<file path="config.mk">
export PLATFORM = sky130hd
export DESIGN_NAME = temp_scratchpad_decoder
export DESIGN_NICKNAME = d
export VERILOG_FILES = /design/src/tdec_pkg.sv /design/src/temp_scratchpad_decoder.sv /design/src/tdec_crc8.sv /design/src/tdec_temp.sv
export VERILOG_INCLUDE_DIRS = /design/src /design/src/src
export SDC_FILE = /design/constraint.sdc
export NUM_CORES = 1
export LEC_CHECK = 0
export ABC_AREA = 1
export BUFFER_PORTS_ARGS = -buffer_cell sky130_fd_sc_hd__buf_2
export CORE_ASPECT_RATIO = 0.8
export CORE_MARGIN = 2
export CORE_UTILIZATION = 28
export DETAILED_ROUTE_END_ITERATION = 16
export GPL_ROUTABILITY_DRIVEN = 1
export PLACE_DENSITY = 0.41
export SLEW_MARGIN = 20
export SYNTH_ARGS = -nofsm -noshare
export SYNTH_HDL_FRONTEND = slang
export SYNTH_HIERARCHICAL = 1
export SYNTH_SLANG_ARGS = --single-unit
</file>
<file path="constraint.sdc">
create_clock -name clk -period 4.2 [get_ports clk]
set_input_delay 0.84 -clock clk [delete_from_list [all_inputs] [get_ports clk]]
set_output_delay 0.84 -clock clk [all_outputs]
set_load 0.005 [all_outputs]
</file>
<file path="src/temp_scratchpad_decoder_macros.svh">
// Assertion macros shared by the decoder RTL.
// Each macro expects a clock named clk and an active-low reset named arst_n in scope.
`ifndef TEMP_SCRATCHPAD_DECODER_MACROS_SVH
`define TEMP_SCRATCHPAD_DECODER_MACROS_SVH

// Same-cycle implication: when ante holds, cons must hold in the same cycle.
`define TDEC_ASSERT_NOW(label, ante, cons, msg) \
	label: assert property (@(posedge clk) disable iff (!arst_n) (ante) |-> (cons)) \
		else $error(msg);

// Next-cycle implication: when ante holds, cons must hold in the next cycle.
`define TDEC_ASSERT_NEXT(label, ante, cons, msg) \
	label: assert property (@(posedge clk) disable iff (!arst_n) (ante) |=> (cons)) \
		else $error(msg);

`endif

</file>
<file path="src/tdec_pkg.sv">
`timescale 1ns / 1ps
`default_nettype none

package tdec_pkg;

	// Highest device number plus one that produces results.
	localparam int MAX_DEVICES = 64;
	localparam int DEV_CMP_W   = 9;

	localparam logic [7:0] CRC_POLY       = 8'h8C;
	localparam logic [7:0] CRC_SEED       = 8'h00;

	// Scratchpad byte positions.
	localparam logic [3:0] IDX_TEMP_LSB   = 4'd0;
	localparam logic [3:0] IDX_TEMP_MSB   = 4'd1;
	localparam logic [3:0] IDX_CONFIG     = 4'd4;
	localparam logic [3:0] IDX_COUNT_REM  = 4'd6;
	localparam logic [3:0] IDX_COUNT_PER  = 4'd7;
	localparam logic [3:0] IDX_CRC        = 4'd8;

	localparam logic [7:0]  FAMILY_OLD     = 8'h10;
	localparam logic [7:0]  COUNT_PER_C    = 8'h10;
	localparam logic [15:0] OLD_FRAC_MASK  = 16'hFFF0;
	localparam logic [15:0] OLD_FRAC_BIAS  = 16'd12;
	localparam logic [7:0]  RES_MASK       = 8'h60;
	localparam logic [7:0]  RES_9BIT       = 8'h00;
	localparam logic [7:0]  RES_10BIT      = 8'h20;
	localparam logic [7:0]  RES_11BIT      = 8'h40;
	localparam logic [15:0] MASK_9BIT      = 16'hFFF8;
	localparam logic [15:0] MASK_10BIT     = 16'hFFFC;
	localparam logic [15:0] MASK_11BIT     = 16'hFFFE;

	localparam logic [3:0] FAIL_LIMIT_RESET = 4'd10;

	typedef struct packed {
		logic [7:0] data_byte;
		logic [3:0] byte_index;
		logic [7:0] family_code;
		logic [5:0] device_index;
	} byte_item_t;

	typedef struct packed {
		logic [15:0] temperature_raw;
		logic        crc_ok;
		logic        rescan_request;
		logic [5:0]  result_device;
	} result_item_t;

	// Scratchpad bytes that the temperature decode needs.
	typedef struct packed {
		logic [7:0] temp_lsb;
		logic [7:0] temp_msb;
		logic [7:0] config_reg;
		logic [7:0] count_remain;
		logic [7:0] count_per_c;
	} kept_bytes_t;

endpackage

`default_nettype wire

</file>
<file path="src/temp_scratchpad_decoder.sv">
`timescale 1ns / 1ps
`default_nettype none

// Channel   Direction  Handshake                   Payload
// byte      in         byte_valid / byte_ready     byte_item   (byte_item_t)
// result    out        result_valid / result_ready result_item (result_item_t)
// config    in         cfg_we (no wait)            cfg_wdata   (crc_fail_limit)
//
// Each byte is registered in the stage register, and a CRC byte then in the result register;
// a new byte transfer can be taken in every cycle unless a CRC byte waits for the result register.
// Throughput is set by the single processing stage, whose CRC and decode are combinational.
// A held result stalls a CRC byte that wants the result register, and the byte input with it; other bytes pass.
// Reset clears the CRC, the kept bytes and the failure count, and sets the limit to 10.

`include "temp_scratchpad_decoder_macros.svh"

module temp_scratchpad_decoder import tdec_pkg::*; (
	input  wire logic         clk,
	input  wire logic         arst_n,
	input  wire logic         byte_valid,
	output logic              byte_ready,
	input  wire byte_item_t   byte_item,
	output logic              result_valid,
	input  wire logic         result_ready,
	output result_item_t      result_item,
	input  wire logic         cfg_we,
	input  wire logic [3:0]   cfg_wdata
);

	// Stage register holding the byte under work.
	logic         valid_s1;
	byte_item_t   item_s1;

	// Block state.
	logic [7:0]   running_crc_q;
	kept_bytes_t  kept_q;
	logic [3:0]   fail_count_q;
	logic [3:0]   fail_limit_q;

	// Result register.
	logic         result_valid_q;
	result_item_t result_item_q;

	logic         is_data_byte;
	logic         is_crc_byte;
	logic         dev_in_range;
	logic         emit;
	logic         slot_free;
	logic         advance;
	logic [7:0]   crc_seed;
	logic [7:0]   crc_next;
	logic         crc_match;
	logic [4:0]   fail_inc;
	logic         over_limit;
	logic [15:0]  decoded_temp;

	// Bytes 0 to 7 feed the CRC; byte 8 carries the sensor's CRC; the rest are dropped.
	assign is_data_byte = item_s1.byte_index < IDX_CRC;
	assign is_crc_byte  = item_s1.byte_index == IDX_CRC;
	assign dev_in_range = {{(DEV_CMP_W - 6){1'b0}}, item_s1.device_index}
		< DEV_CMP_W'(MAX_DEVICES);
	assign emit         = valid_s1 && is_crc_byte && dev_in_range;

	// The stage moves on unless it has a result and the result register is still occupied.
	assign slot_free  = !result_valid_q || result_ready;
	assign advance    = valid_s1 && (!emit || slot_free);
	assign byte_ready = !valid_s1 || advance;

	// Byte 0 restarts the CRC from zero.
	assign crc_seed = (item_s1.byte_index == IDX_TEMP_LSB) ? CRC_SEED : running_crc_q;

	tdec_crc8 u_crc8 (
		.crc_in  (crc_seed),
		.data    (item_s1.data_byte),
		.crc_out (crc_next)
	);

	tdec_temp u_temp (
		.kept            (kept_q),
		.family_code     (item_s1.family_code),
		.temperature_raw (decoded_temp)
	);

	assign crc_match  = running_crc_q == item_s1.data_byte;
	assign fail_inc   = {1'b0, fail_count_q} + 5'd1;
	assign over_limit = fail_inc > {1'b0, fail_limit_q};

	always_ff @(posedge clk or negedge arst_n) begin
		if (!arst_n) begin
			valid_s1 <= 1'b0;
		end else if (byte_ready) begin
			valid_s1 <= byte_valid;
		end
	end

	always_ff @(posedge clk) begin
		if (byte_valid && byte_ready) begin
			item_s1 <= byte_item;
		end
	end

	always_ff @(posedge clk or negedge arst_n) begin
		if (!arst_n) begin
			fail_limit_q <= FAIL_LIMIT_RESET;
		end else if (cfg_we) begin
			fail_limit_q <= cfg_wdata;
		end
	end

	// CRC and kept bytes follow every data byte as its index says.
	always_ff @(posedge clk or negedge arst_n) begin
		if (!arst_n) begin
			running_crc_q <= '0;
			kept_q        <= '0;
		end else if (advance && is_data_byte) begin
			running_crc_q <= crc_next;
			case (item_s1.byte_index)
				IDX_TEMP_LSB:  kept_q.temp_lsb     <= item_s1.data_byte;
				IDX_TEMP_MSB:  kept_q.temp_msb     <= item_s1.data_byte;
				IDX_CONFIG:    kept_q.config_reg   <= item_s1.data_byte;
				IDX_COUNT_REM: kept_q.count_remain <= item_s1.data_byte;
				IDX_COUNT_PER: kept_q.count_per_c  <= item_s1.data_byte;
				default: begin
				end
			endcase
		end
	end

	// A match clears the failure count; a failure past the limit requests a rescan
	// and clears it as well.
	always_ff @(posedge clk or negedge arst_n) begin
		if (!arst_n) begin
			fail_count_q <= '0;
		end else if (advance && emit) begin
			if (crc_match || over_limit) begin
				fail_count_q <= '0;
			end else begin
				fail_count_q <= fail_inc[3:0];
			end
		end
	end

	always_ff @(posedge clk or negedge arst_n) begin
		if (!arst_n) begin
			result_valid_q <= 1'b0;
		end else if (advance && emit) begin
			result_valid_q <= 1'b1;
		end else if (result_ready) begin
			result_valid_q <= 1'b0;
		end
	end

	always_ff @(posedge clk) begin
		if (advance && emit) begin
			result_item_q.temperature_raw <= crc_match ? decoded_temp : 16'h0000;
			result_item_q.crc_ok          <= crc_match;
			result_item_q.rescan_request  <= !crc_match && over_limit;
			result_item_q.result_device   <= item_s1.device_index;
		end
	end

	assign result_valid = result_valid_q;
	assign result_item  = result_item_q;

	`TDEC_ASSERT_NOW(a_ok_no_rescan, result_valid_q && result_item_q.crc_ok,
		!result_item_q.rescan_request, "rescan requested on a good CRC")
	`TDEC_ASSERT_NOW(a_bad_crc_zero_temp, result_valid_q && !result_item_q.crc_ok,
		result_item_q.temperature_raw == 16'h0000, "temperature not zero on CRC failure")
	`TDEC_ASSERT_NOW(a_no_result_off_crc_byte, valid_s1 && !is_crc_byte,
		!emit, "result raised for a byte other than the CRC byte")
	`TDEC_ASSERT_NEXT(a_rescan_clears_count, advance && emit && !crc_match && over_limit,
		fail_count_q == 4'd0 && result_item_q.rescan_request,
		"rescan did not clear the failure count")
	`TDEC_ASSERT_NEXT(a_match_clears_count, advance && emit && crc_match,
		fail_count_q == 4'd0, "good CRC did not clear the failure count")

endmodule

`default_nettype wire

</file>
<file path="src/tdec_crc8.sv">
`timescale 1ns / 1ps
`default_nettype none

// One byte of the reflected CRC-8 (x^8+x^5+x^4+1), fully unrolled.
module tdec_crc8 import tdec_pkg::*; (
	input  wire logic [7:0] crc_in,
	input  wire logic [7:0] data,
	output logic      [7:0] crc_out
);

	always_comb begin
		logic [7:0] c;
		c = crc_in ^ data;
		for (int b = 0; b < 8; b++) begin
			if (c[0]) begin
				c = (c >> 1) ^ CRC_POLY;
			end else begin
				c = c >> 1;
			end
		end
		crc_out = c;
	end

endmodule

`default_nettype wire

</file>
<file path="src/tdec_temp.sv">
`timescale 1ns / 1ps
`default_nettype none

// Converts the kept scratchpad bytes into a 16-bit reading in 1/16 degree units.
module tdec_temp import tdec_pkg::*; (
	input  wire kept_bytes_t       kept,
	input  wire logic      [7:0]   family_code,
	output logic           [15:0]  temperature_raw
);

	logic [15:0] raw;
	logic [15:0] raw_old;
	logic [7:0]  res_bits;

	assign raw      = {kept.temp_msb, kept.temp_lsb};
	assign raw_old  = {raw[12:0], 3'b000};
	assign res_bits = kept.config_reg & RES_MASK;

	always_comb begin
		temperature_raw = raw;
		if (family_code == FAMILY_OLD) begin
			if (kept.count_per_c == COUNT_PER_C) begin
				temperature_raw = (raw_old & OLD_FRAC_MASK) + OLD_FRAC_BIAS
					- {8'h00, kept.count_remain};
			end else begin
				temperature_raw = raw_old;
			end
		end else begin
			case (res_bits)
				RES_9BIT:  temperature_raw = raw & MASK_9BIT;
				RES_10BIT: temperature_raw = raw & MASK_10BIT;
				RES_11BIT: temperature_raw = raw & MASK_11BIT;
				default:   temperature_raw = raw;
			endcase
		end
	end

endmodule

`default_nettype wire
</file>
Yosys cells after proc, flatten, opt, wreduce, memory -nomap -nowiden
Cells that the tools add are included.

Output and inout bits: 26. Input bits: 35. Word-level logic and storage cells: 79. Bits in registers: 107.

Equality and inequality tests: 10. Magnitude comparators: 2. Bitwise operators: 9. Add/sub/neg operators: 3. Reductions and logical operators: 22. Mux-type cells: 15.

Operators with widths (count): $mux 8 (9); $mux 16 (2); $not 2->3 (8); $add 16x4->16 const B (1); $eq 8x5->1 const B (2); $sub 16x8->16 (1); $eq 4x3->1 const B (3); $reduce_and 2->1 (5); $pmux 3 s3 (1); $eq 8x8->1 (1); $logic_not 8->1 (1); $xor 8x8->8 (1); $logic_and 1x1->1 (6); $add 4x1->5 const B (1); $gt 5x4->1 (1); $eq 4x1->1 const B (1); $eq 4x4->1 const B (1); $logic_not 1->1 (4); $logic_not 4->1 (1); $logic_or 1x1->1 (4); $lt 4x4->1 const B (1); $mux 4 (1); $eq 2x1->1 const B (1); $eq 2x2->1 const B (1); other kinds (2) (3).

Depth between registers and ports, before layout
Gate-level depths: netlist (run 1).

Depth after elaboration: 19. Gate-level depth with buffers: 15. Mapped depth without buffers: 15.

Cells and area by module
The synthesis (run 1) kept the hierarchy.

By module, submodules not included: temp_scratchpad_decoder (instances 1, sequential area each 2955.3 um2, cells an instance 374, area each 4232.8 um2); tdec_temp (instances 1, sequential area each 0.0 um2, cells an instance 171, area each 883.3 um2); tdec_crc8 (instances 1, sequential area each 0.0 um2, cells an instance 102, area each 445.4 um2).

Worst setup path before layout (run 1)
Ideal clock, no wire load.

Kind: input-to-reg. From: input result_ready. To: register item_s1[0] (netlist bit) (enable). Path buffers: 0. Required time: 3.791 ns. Path slack: 1.659 ns. Data arrival time: 2.132 ns. Stages on the path: 4. Setup time: 0.409 ns. Cells stage by stage: inv_1 -> nand2_1 -> nor2_1 -> nor2_1.

Cells in the longest elaborated chain, start to end: 5.

RTL lines: start: declaration (RTL line temp_scratchpad_decoder.sv:24) `input wire logic result_ready,`; $logic_or 1x1->1 (RTL line temp_scratchpad_decoder.sv:65) `assign slot_free = !result_valid_q || result_ready;`; $logic_or 1x1->1 (RTL line temp_scratchpad_decoder.sv:66) `assign advance = valid_s1 && (!emit || slot_free);`; $logic_and 1x1->1 (RTL line temp_scratchpad_decoder.sv:66); $logic_or 1x1->1 (RTL line temp_scratchpad_decoder.sv:67) `assign byte_ready = !valid_s1 || advance;`; $logic_and 1x1->1 (RTL line temp_scratchpad_decoder.sv:97) `if (byte_valid && byte_ready) begin`; end signal: assignment (RTL line temp_scratchpad_decoder.sv:98) `item_s1 <= byte_item;`; end: declaration (RTL line temp_scratchpad_decoder.sv:32) `byte_item_t item_s1;`.

No other way between the ends. A chain may end at the register's enable or synchronous reset.

Final worst setup path (run 1)
From: register item_s1[15] (netlist bit). To: output byte_ready.

Cells in the longest elaborated chain, start to end: 6.

RTL lines: $eq 4x4->1 (RTL line temp_scratchpad_decoder.sv:59) `assign is_crc_byte = item_s1.byte_index == IDX_CRC;`; $logic_and 1x1->1 (RTL line temp_scratchpad_decoder.sv:62) `assign emit = valid_s1 && is_crc_byte && dev_in_range;`; $logic_not 1->1 (RTL line temp_scratchpad_decoder.sv:66); $logic_or 1x1->1 (RTL line temp_scratchpad_decoder.sv:66); $logic_and 1x1->1 (RTL line temp_scratchpad_decoder.sv:66); $logic_or 1x1->1 (RTL line temp_scratchpad_decoder.sv:67); end: declaration (RTL line temp_scratchpad_decoder.sv:21) `output logic byte_ready,`.

No other way between the ends.

==> results of run 1 <==
## cell usage in the layout, fill, tap and decap left out, types with 6 or more instances in the layout
master / count
sky130_fd_sc_hd__o21ai_0: 25
sky130_fd_sc_hd__nand2_2: 12
sky130_fd_sc_hd__xor2_1: 8
sky130_fd_sc_hd__inv_1: 91
sky130_fd_sc_hd__nand2_1: 195
sky130_fd_sc_hd__o21ai_1: 19
sky130_fd_sc_hd__dfrtp_1: 50
sky130_fd_sc_hd__nand4_1: 7
sky130_fd_sc_hd__edfxtp_1: 50
sky130_fd_sc_hd__buf_2: 60
sky130_fd_sc_hd__inv_2: 7
sky130_fd_sc_hd__clkbuf_16: 9
sky130_fd_sc_hd__ha_1: 10
sky130_fd_sc_hd__nand3_1: 35
sky130_fd_sc_hd__nor2_1: 51
sky130_fd_sc_hd__nor2_2: 6
sky130_fd_sc_hd__o21ai_2: 8
sky130_fd_sc_hd__a21oi_1: 11
## worst max-delay path, stage by stage (launching register included)
cell	delay, ns
sky130_fd_sc_hd__edfxtp_1	0.46
sky130_fd_sc_hd__inv_2	0.12
sky130_fd_sc_hd__nand2_2	0.08
sky130_fd_sc_hd__nor3_1	0.27
sky130_fd_sc_hd__inv_1	0.10
sky130_fd_sc_hd__nor2_1	0.16
sky130_fd_sc_hd__inv_1	0.07
sky130_fd_sc_hd__buf_2	0.13
## per-stage QoR
| step | total power (uW) | setup WS (ns) | hold slack (ns) |
|---|---|---|---|
| finish | 3040 | 1.63 | 0.421 |
| global placement | 2250 | 1.87 | 0.409 |
| floorplan | 2040 | 1.66 | 0.400 |
| CTS | 3080 | 1.59 | 0.424 |
| detailed placement | 2260 | 1.83 | 0.419 |
| global route | 3280 | 1.46 | 0.428 |
## where the power goes
part | leakage (uW) | internal, uW | total (uW) | switching (uW)
logic | 0.00170 | 341 | 935 | 593
registers | 0.00114 | 1190 | 1300 | 119
clock network | 0.000132 | 412 | 804 | 392
## layer usage
layer	wire length, um	up-vias	part of all wire, %
met5	0	-	0
met4	65	0	0.53
met3	481	4	3.9
met2	5390	69	44
met1	6270	1915	51
li1	-	2123	-
## cell type report
| cell class | instances | area, um^2 | share of cell area, % |
|---|---|---|---|
| clock buffer | 10 | 229 | 3.70 |
| clock inverter | 6 | 52.6 | 0.848 |
| inverter | 98 | 368 | 5.94 |
| multi-input combinational | 417 | 2100 | 33.9 |
| sequential | 102 | 2810 | 45.3 |
| tap | 258 | 323 | 5.21 |
| timing repair buffer | 62 | 315 | 5.09 |
## flip-flops by register name, indices dropped and copies added (netlist names)
name	flops
item_s1	26
result_item	24
fail_limit_q	4
valid_s1	1
kept_q	34
fail_count_q	4
running_crc_q	8
result_valid	1
## final timing paths
check                                  from         endpoint  slack (ns)
worst max-delay path            item_s1[15]       byte_ready        1.63
worst min-delay path             item_s1[5]   result_item[5]        0.42
worst max register to register  item_s1[15]  result_item[14]        1.97
worst min register to register   item_s1[5]   result_item[5]        0.42
max in group asynchronous            arst_n        kept_q[2]        2.81
min in group asynchronous            arst_n       kept_q[27]        0.64
==> results summary, run 1 <==
The number of antenna violations at the first check in global routing is 0. The total routed wirelength is 12,200 um. The number of global-route vias before repair is 3,977. For the final routed database, the setup TNS stands at 0 ns. The leakage power summed over all cells came out at 0.00298 uW. The I/O pin count came out at 61. The effective utilization at floorplan came out at 28.4%. Across every metal layer, demand over resource in global routing totals 12.8%. The antenna diode instance count came out at 0. The average vias per placed instance came out at 4.31. The die outline area is 20,300 um^2. The per-instance average area after synthesis came out at 8.52 um^2.

The core region is 18,900 um^2. The post-route cell area is 6190 um^2. Before antenna repair, the detailed router went through 4 iterations. The wire length of the first global-routing pass is 20,100 um. The fraction of met1 tracks used by global routing came out at 17.9%. The required time of the critical path is 3.36 ns. The estimated wirelength of the detail-placed design is 9210 um. The total number of H-tree levels is 3. The source-to-sink clock delay at the later pin of the worst-skew pair came out at 0.35 ns.

The number of filler instances in the final layout is 1,997. The tree built by TritonCTS fans out to 102 sinks. In this run the deepest clock path goes through 2 buffers. The number of synthesis warnings came out at 6. The total congestion overflow after global routing is 0. The relative area change from synthesis to final layout came out at 15.6%. The final setup violation count came out at 0.

At the pin with the least slew margin, the transition time is 0.954 ns. The arrival time at the worst endpoint came out at 1.73 ns. The synthesized netlist occupies a cell area of 5360 um^2. For met2 alone, demand over resource in global routing was 20.1%. The share of the core filled with cells in the final layout came out at 32.8%. The layer flagged by global routing as most heavily used is met2. The max-cap violation count is 0. The met3 layer usage reported by global route is 3.52%.

The number of standard cells after synthesis came out at 629. The cell depth of the worst min-delay path came out at 0. The count of buffers added by post-CTS timing repair for setup came out at 0. The post-route netlist has 18.4% of its cells at a drive strength greater than 1. The placed instance area is 5910 um^2. The hold violation total from the final report came out at 0. The synthesized net count came out at 674. The largest net degree at the start of global routing is 41. The post-CTS clock slew at the launch and capture registers of the worst setup and hold paths came out at 0.08 ns. The power per standard cell area is 491 nW/um^2.

The run finished with clean final reports. The min-delay analysis places its worst path in the category reg2reg. The quantity of gates resized following cts is 0.

The violation count after the first detailed-route iteration is 232. Subtracting the final worst setup slack from the clock period gives 2.57 ns. The final net count is 735.

TritonCTS built the clock tree. The mean routed wirelength per cell is 12.8 um. Setup repair after global routing left no endpoint under its margin.

The count of cells along the worst register-to-register path came out at 5. The number of nets still failing antenna checks after routing came out at 0. The worst pin sits at a relative slew slack of 36.3%. The upper clock frequency limit came out at 388 MHz. Counting tap cells, the placed design contains a total of 937 instances.

The worst setup path is of the reg2out kind. The final weighted congestion of routability-driven global placement came out at 0.816. The count of buffers from port buffering is 60.

The maximum fanout along the worst path is 4. STA classifies the critical path startpoint as a flip-flop. The root buffer cell is sky130_fd_sc_hd__clkbuf_16.

The worst ir drop on vdd came out at 170 uV. The worst setup skew after layout is 0.00960 ns. The via count is 4,111. The number of clock buffers inserted by TritonCTS is 9.

The share of the clock period used by the worst path came out at 61.3%. The overall die width is 159 um. STA classifies the critical path endpoint as an output pin. From bottom edge to top edge, the die measures 128 um. The number of standard cells in the final layout excluding fillers came out at 953.

The number of DRC violations after detailed routing came out at 0. After clock tree synthesis, the flow added hold-fix buffers numbering 0. The number of max-slew violations in the final report came out at 0. The count of standard-cell rows is 45.
Power figures use the tool's default switching activity.
==> inputs of run 2 (changes only) <==
- clock period: 4.2 -> 2.5 ns (I/O delays scaled with it)
==> results summary, run 2 (synthesis results as in run 1) <==
The share of the clock period used by the worst path came out at 90.5%. Commonest cells after routing, fill and taps aside: sky130_fd_sc_hd__nand2_1, sky130_fd_sc_hd__inv_1, sky130_fd_sc_hd__buf_2 (unchanged). The core area is 18,900 um^2 (unchanged). The estimated wirelength of the detail-placed design is 9410 um (was 9210 um). The source-to-sink clock delay at the later pin of the worst-skew pair is 0.35 ns (about the same). The cell with the largest stage delay on the worst path is sky130_fd_sc_hd__edfxtp_1 (unchanged).

The most flop-heavy register was kept_q (unchanged). The count of buffers from port buffering came out at 60 (unchanged). The total routed wirelength is 12,700 um (was 12,200 um). The count of buffers added by post-CTS timing repair for setup was 0 (unchanged).

The average vias per placed instance came out at 4.30 (was 4.31). The post-cts hold buffer count is 0 (unchanged). The CTS tree is done (unchanged). The vertical die dimension came out at 128 um (unchanged). The number of nets still failing antenna checks after routing came out at 0 (unchanged).

The kind of launch point of the worst setup path is a flip-flop (unchanged). The worst ir drop on vdd came to 329 uV (was 170 uV). The hold violation total from the final report came out at 0 (unchanged). The post-CTS clock slew at the launch and capture registers of the worst setup and hold paths came out at 0.07 ns (was 0.08 ns).

The post-route cell area is 6260 um^2 (was 6190 um^2). The final net count came to 741 (was 735). The violation count after the first detailed-route iteration is 247 (was 232).

The count of standard-cell rows came out at 45 (unchanged). The largest stage delay on the critical path came out at 0.44 ns (was 0.46 ns). The relative area change from synthesis to final layout came out at 16.7% (was 15.6%).

RSZ-0062 raised after global routing: false (unchanged). The max-cap violation count is 0 (unchanged). The flip-flop count of the largest register, all copies and words added came out at 34 (unchanged). The number of max-slew violations in the final report came to 0 (unchanged). The arrival time at the worst endpoint is 1.76 ns (was 1.73 ns). The power per standard cell area came to 816 nW/um^2 (was 491 nW/um^2).

The worst path setup slack after routing is 0.237 ns (was 1.63 ns). The largest net degree at the start of global routing was 53 (was 41). The total number of H-tree levels came out at 3 (unchanged). The final weighted congestion of routability-driven global placement was 0.848 (was 0.816). The required time of the critical path is 2.00 ns (was 3.36 ns).

The total track usage came out at 13.8% (was 12.8%). The class of the worst hold path is in2async (was reg2reg). The share of the core filled with cells in the final layout is 33.2% (was 32.8%).

The number of clock buffers inserted by TritonCTS is 9 (unchanged). The maximum fanout along the worst path came to 5 (was 4). Crit-path cells: buf_4 -> nor3_1 -> inv_1 -> nor2_1 -> inv_1 -> buf_2 (was inv_2 -> nand2_2 -> nor3_1 -> inv_1 -> nor2_1 -> inv_1 -> buf_2). The number of antenna violations at the first check in global routing is 0 (unchanged). The headroom to the max-slew limit is 69.1% (was 36.3%). The upper clock frequency limit is 442 MHz. The clock sink total came out at 102 (unchanged). The root buffer cell is sky130_fd_sc_hd__clkbuf_16 (unchanged). The final critical-path required period came out at 2.26 ns.

The antenna diode instance count came to 0 (unchanged). The overall die width was 159 um (unchanged). The die outline area was 20,300 um^2 (unchanged).

The critical path capture point type is an output pin (unchanged). Outcome: finished clean (unchanged). The buffer levels on the longest clock path is 2 (unchanged). The I/O pin count is 61 (unchanged). The setup TNS after final layout came out at 0 ns (unchanged). The quantity of gates resized following cts is 0 (unchanged).

The worst setup skew after layout is 0.00821 ns (was 0.00960 ns). The fraction of layout cells with a size suffix above 1 is 19.1% (was 18.4%). The total congestion overflow after global routing came out at 0 (unchanged). The leakage power summed over all cells came to 0.00301 uW (was 0.00298 uW). The number of global-route vias before repair is 4,201 (was 3,977).

The most common cell after layout, fill and taps aside was sky130_fd_sc_hd__nand2_1 (unchanged). The effective utilization at floorplan is 28.4% (unchanged). The number of DRC violations after detailed routing came to 0 (unchanged). The placed instance area is 5980 um^2 (was 5910 um^2). The mean routed wirelength per cell is 13.2 um (was 12.8 um). The startpoint-to-endpoint class of the critical path is reg2out (unchanged). The wire length of the first global-routing pass is 21,300 um (was 20,100 um). The library cell appearing most often on the critical path was sky130_fd_sc_hd__inv_1 (unchanged). The number of optimization iterations in the first detailed-route pass is 4 (unchanged). The final setup violation count was 0 (unchanged). The pin slew with the least headroom to its limit is 0.462 ns (was 0.954 ns). The post-place setup slack is 0.360 ns (was 1.83 ns).

The via count came to 4,119 (was 4,111).
==> run 2: cell types whose count changed in the layout (fill, tap and decap cells not counted) <==
cell	previous run	this run
sky130_fd_sc_hd__clkinv_1	0	1
sky130_fd_sc_hd__clkinvlp_4	2	1
sky130_fd_sc_hd__clkinv_4	1	0
sky130_fd_sc_hd__clkinv_2	0	2
sky130_fd_sc_hd__inv_8	1	0
sky130_fd_sc_hd__inv_6	2	3
sky130_fd_sc_hd__buf_4	2	6
sky130_fd_sc_hd__buf_12	0	2
sky130_fd_sc_hd__clkbuf_1	1	0
==> run 2: area by class of cell <==
cell class                      count  area, um^2
Clock buffer                        9         225
Clock inverter                      7        47.5
Fill cell                        2006       12600
Inverter                           98         368
Multi-Input combinational cell    417        2100
Sequential cell                   102        2810
Tap cell                          258         323
Timing Repair Buffer               68         385
==> run 2: final timing paths <==
| kind | start | to | slack, ns | cells after the start |
|---|---|---|---|---|
| min in group clk | byte_item[20] | item_s1[20] | 0.32 | 1 |
| max in group asynchronous | arst_n | kept_q[0] | 2.09 | 2 |
| max | item_s1[16] | byte_ready | 0.24 | 6 |
| min reg2reg | item_s1[5] | result_item[5] | 0.42 | 0 |
| max reg2reg | item_s1[15] | running_crc_q[1] | 0.38 | 14 |
| min | arst_n | kept_q[30] | 0.13 | 2 |
==> run 2: critical path, delay by kind of cell (launching register included) <==
family | cells | cell delay [ns]
AND/OR/NAND/NOR | 2 | 0.47
flip-flops | 1 | 0.44
buffers and inverters | 4 | 0.50
==> run 2: through the flow <==
stage | total power (uW) | hold WS, ns | instances
after floorplan | 3420 | 0.204 | 629
after global placement | 3800 | 0.404 | 943
after detailed placement | 3820 | 0.407 | 943
after CTS | 5170 | 0.148 | 959
after global routing | 5550 | 0.152 | 959
final | 5110 | 0.129 | 959
==> run 2: metal layers <==
layer  part of all wire (%)  track usage (%)  vias to the layer above
li1                       -                -                     2133
met4                    1.2             3.87                        0
met3                    4.1             3.28                       13
met2                     44             21.9                       82
met5                      0                0                        -
met1                     50             18.7                     1891
==> run 2: where the power goes <==
part / switching, uW / leakage (uW) / internal, uW
logic: 1010 / 0.00174 / 581
clock network: 649 / 0.000134 / 680
registers: 196 / 0.00114 / 1990
==> inputs of run 3 (changes only) <==
- ABC_AREA: 1 -> not set
==> results summary, run 3 <==
The maximum fanout along the worst path is 4 (was 5). The startpoint-to-endpoint class of the critical path is reg2reg (was reg2out). The count of standard-cell rows was 43 (was 45).

The buffer levels on the longest clock path is 2 (unchanged). The upper clock frequency limit is 410 MHz (was 442 MHz). The kind of launch point of the worst setup path is a flip-flop (unchanged). Outcome: finished clean (unchanged).

The number of filler instances in the final layout is 1,705 (was 2,006). The worst setup skew after layout is 0.00800 ns (was 0.00821 ns). The via count came out at 3,133 (was 4,119). The number of DRC violations after detailed routing came to 0 (unchanged). The headroom to the max-slew limit was 62.0% (was 69.1%). The effective utilization at floorplan came out at 28.4% (about the same). The class of the worst hold path was in2async (unchanged). The final weighted congestion of routability-driven global placement came out at 0.757 (was 0.848). The startpoint of the worst-slack reg-to-reg timing path was kept_q[39] (was item_s1[15]). The critical path capture point type is a flip-flop (was output pin). The most flop-heavy register is kept_q (unchanged). The routed length on met1 came out at 5620 um (was 6370 um). The synthesized net count came out at 420 (was 674). The I/O pin count was 61 (unchanged). The average vias per placed instance was 4.46 (was 4.30).

The antenna diode instance count came out at 0 (unchanged). The routed length on met3 came out at 427 um (was 521 um). The capture point of the worst reg-to-reg path is result_item[23] (was running_crc_q[1]). The total number of H-tree levels came out at 3 (unchanged). The final critical-path required period is 2.44 ns (was 2.26 ns). The top layer reached by signal wires was met4 (unchanged). The required time of the critical path came to 2.72 ns (was 2.00 ns). The flip-flop count of the largest register, all copies and words added came out at 34 (unchanged). The post-cts hold buffer count came out at 0 (unchanged). The largest net degree at the start of global routing is 27 (was 53).

The area used by multi-input combinational logic came out at 2000 um^2 (was 2100 um^2). The clock sink total came out at 102 (unchanged). The wire length of the first global-routing pass is 16,700 um (was 21,300 um). The estimated wirelength of the detail-placed design is 7760 um (was 9410 um). The number of clock buffers inserted by TritonCTS came to 9 (unchanged). The internal reg-to-reg setup slack is 0.06 ns (was 0.38 ns). The most common cell after layout, fill and taps aside is sky130_fd_sc_hd__buf_2 (was sky130_fd_sc_hd__nand2_1). The fraction of layout cells with a size suffix above 1 was 39.0% (was 19.1%). The final net count was 517 (was 741).

The power per standard cell area came out at 905 nW/um^2 (was 816 nW/um^2). The die outline area is 18,500 um^2 (was 20,300 um^2). The post-layout total power came to 5430 uW (was 5110 uW).

The largest delay contributor family on the critical path was simple AND/OR/NAND/NOR gates (was buffers and inverters). The count of buffers from port buffering was 60 (unchanged). The number of synthesis warnings is 6 (unchanged).

The share of the clock period used by the worst path was 97.5% (was 90.5%). The hold violation total from the final report came out at 0 (unchanged). The root buffer cell is sky130_fd_sc_hd__clkbuf_16 (unchanged). The total track usage is 12.1% (was 13.8%).

The core area came to 17,200 um^2 (was 18,900 um^2). The source-to-sink clock delay at the later pin of the worst-skew pair came out at 0.35 ns (about the same). The count of cells along the worst register-to-register path came to 6 (was 14). The violation count after the first detailed-route iteration came out at 88 (was 247). The number of global-route vias before repair came to 3,016 (was 4,201). The largest stage delay on the critical path came out at 0.56 ns (was 0.44 ns). The number of nets still failing antenna checks after routing is 0 (unchanged). The cell area after technology mapping came out at 4870 um^2 (was 5360 um^2). The arrival time at the worst endpoint was 2.65 ns (was 1.76 ns). The relative area change from synthesis to final layout came out at 23.3% (was 16.7%). The final setup violation count came to 0 (unchanged). RSZ-0062 raised after global routing: true (was false). The per-instance average area after synthesis came out at 13.0 um^2 (was 8.52 um^2).

The CTS tree was done (unchanged). The library cell appearing most often on the critical path was sky130_fd_sc_hd__or4_4 (was sky130_fd_sc_hd__inv_1). The post-CTS clock slew at the launch and capture registers of the worst setup and hold paths is 0.07 ns (about the same).

The number of standard cells after synthesis came out at 375 (was 629). The pin slew with the least headroom to its limit came out at 0.571 ns (was 0.462 ns). The cell with the largest stage delay on the worst path was sky130_fd_sc_hd__or4_4 (was sky130_fd_sc_hd__edfxtp_1). The detailed route wirelength on metal2 is 4530 um (was 5630 um). The number of antenna violations at the first check in global routing was 0 (unchanged). The vertical die dimension is 122 um (was 128 um).

The instance count on the critical path is 6 (unchanged). The register cell area after layout came out at 2810 um^2 (unchanged). The critical path buffer and inverter count is 0 (was 4).

Crit-path cells: or4_4 -> or3_4 -> or4_4 -> or3_1 -> a31oi_1 -> and2_1 (was buf_4 -> nor3_1 -> inv_1 -> nor2_1 -> inv_1 -> buf_2). The overall die width came out at 151 um (was 159 um). The total routed wirelength is 10,700 um (was 12,700 um).

The max-cap violation count was 0 (unchanged). The worst ir drop on vdd was 332 uV (was 329 uV). The number of optimization iterations in the first detailed-route pass is 4 (unchanged). The number of max-slew violations in the final report was 0 (unchanged). The share of the core filled with cells in the final layout is 35.0% (was 33.2%).

The mean routed wirelength per cell came out at 15.2 um (was 13.2 um). Commonest cells after routing, fill and taps aside: sky130_fd_sc_hd__buf_2, sky130_fd_sc_hd__dfrtp_1, sky130_fd_sc_hd__edfxtp_1 (was sky130_fd_sc_hd__nand2_1, sky130_fd_sc_hd__inv_1, sky130_fd_sc_hd__buf_2). The total congestion overflow after global routing is 0 (unchanged). The leakage power summed over all cells was 0.00244 uW (was 0.00301 uW).
run 3: through the flow:
step                      setup slack [ns]  instances  TNS, ns  instance area [um^2]  hold slack, ns
after global placement              0.0679        684        0                  5650           0.401
after CTS                           0.0206        700        0                  5960           0.156
after global routing               -0.0240        702  -0.0257                  6000           0.182
final                               0.0637        702        0                  6000           0.136
after detailed placement            0.0436        684        0                  5650           0.405
after floorplan                     0.0125        375        0                  4870           0.204
run 3: what timing repair did:
action                                  CTS  global route
endpoints found under the setup margin    0             2
resized for setup                         0             4
setup buffers                             0             2
run 3: layout make-up:
type / instances / share of cell area (%)
clock buffers: 10 / 3.81
clock inverters: 6 / 1.29
inverters: 11 / 0.688
multi-input cells: 252 / 33.3
flip-flops and latches: 102 / 46.7
well taps: 225 / 4.69
repair buffers: 96 / 9.50
run 3: worst max-delay path by stage:
stage,slack [ns],start,endpoint
global placement,0.07,kept_q[37],result_item[23]
CTS,0.02,kept_q[37],result_item[23]
floorplan,0.01,kept_q[37],result_item[23]
detailed placement,0.04,kept_q[37],result_item[23]
global route,-0.02,kept_q[39],result_item[23]
finish,0.06,kept_q[39],result_item[23]
run 3: where the power goes:
part           internal [uW]  switching, uW  total (uW)
sequential              2030            232        2260
clock                    793            640        1430
combinational            998            742        1740
run 3: layer usage:
layer | track usage [%] | vias up
met3 | 3.48 | 6
met2 | 17.0 | 65
met4 | 3.68 | 0
li1 | - | 1557
met1 | 18.0 | 1505
met5 | 0 | -
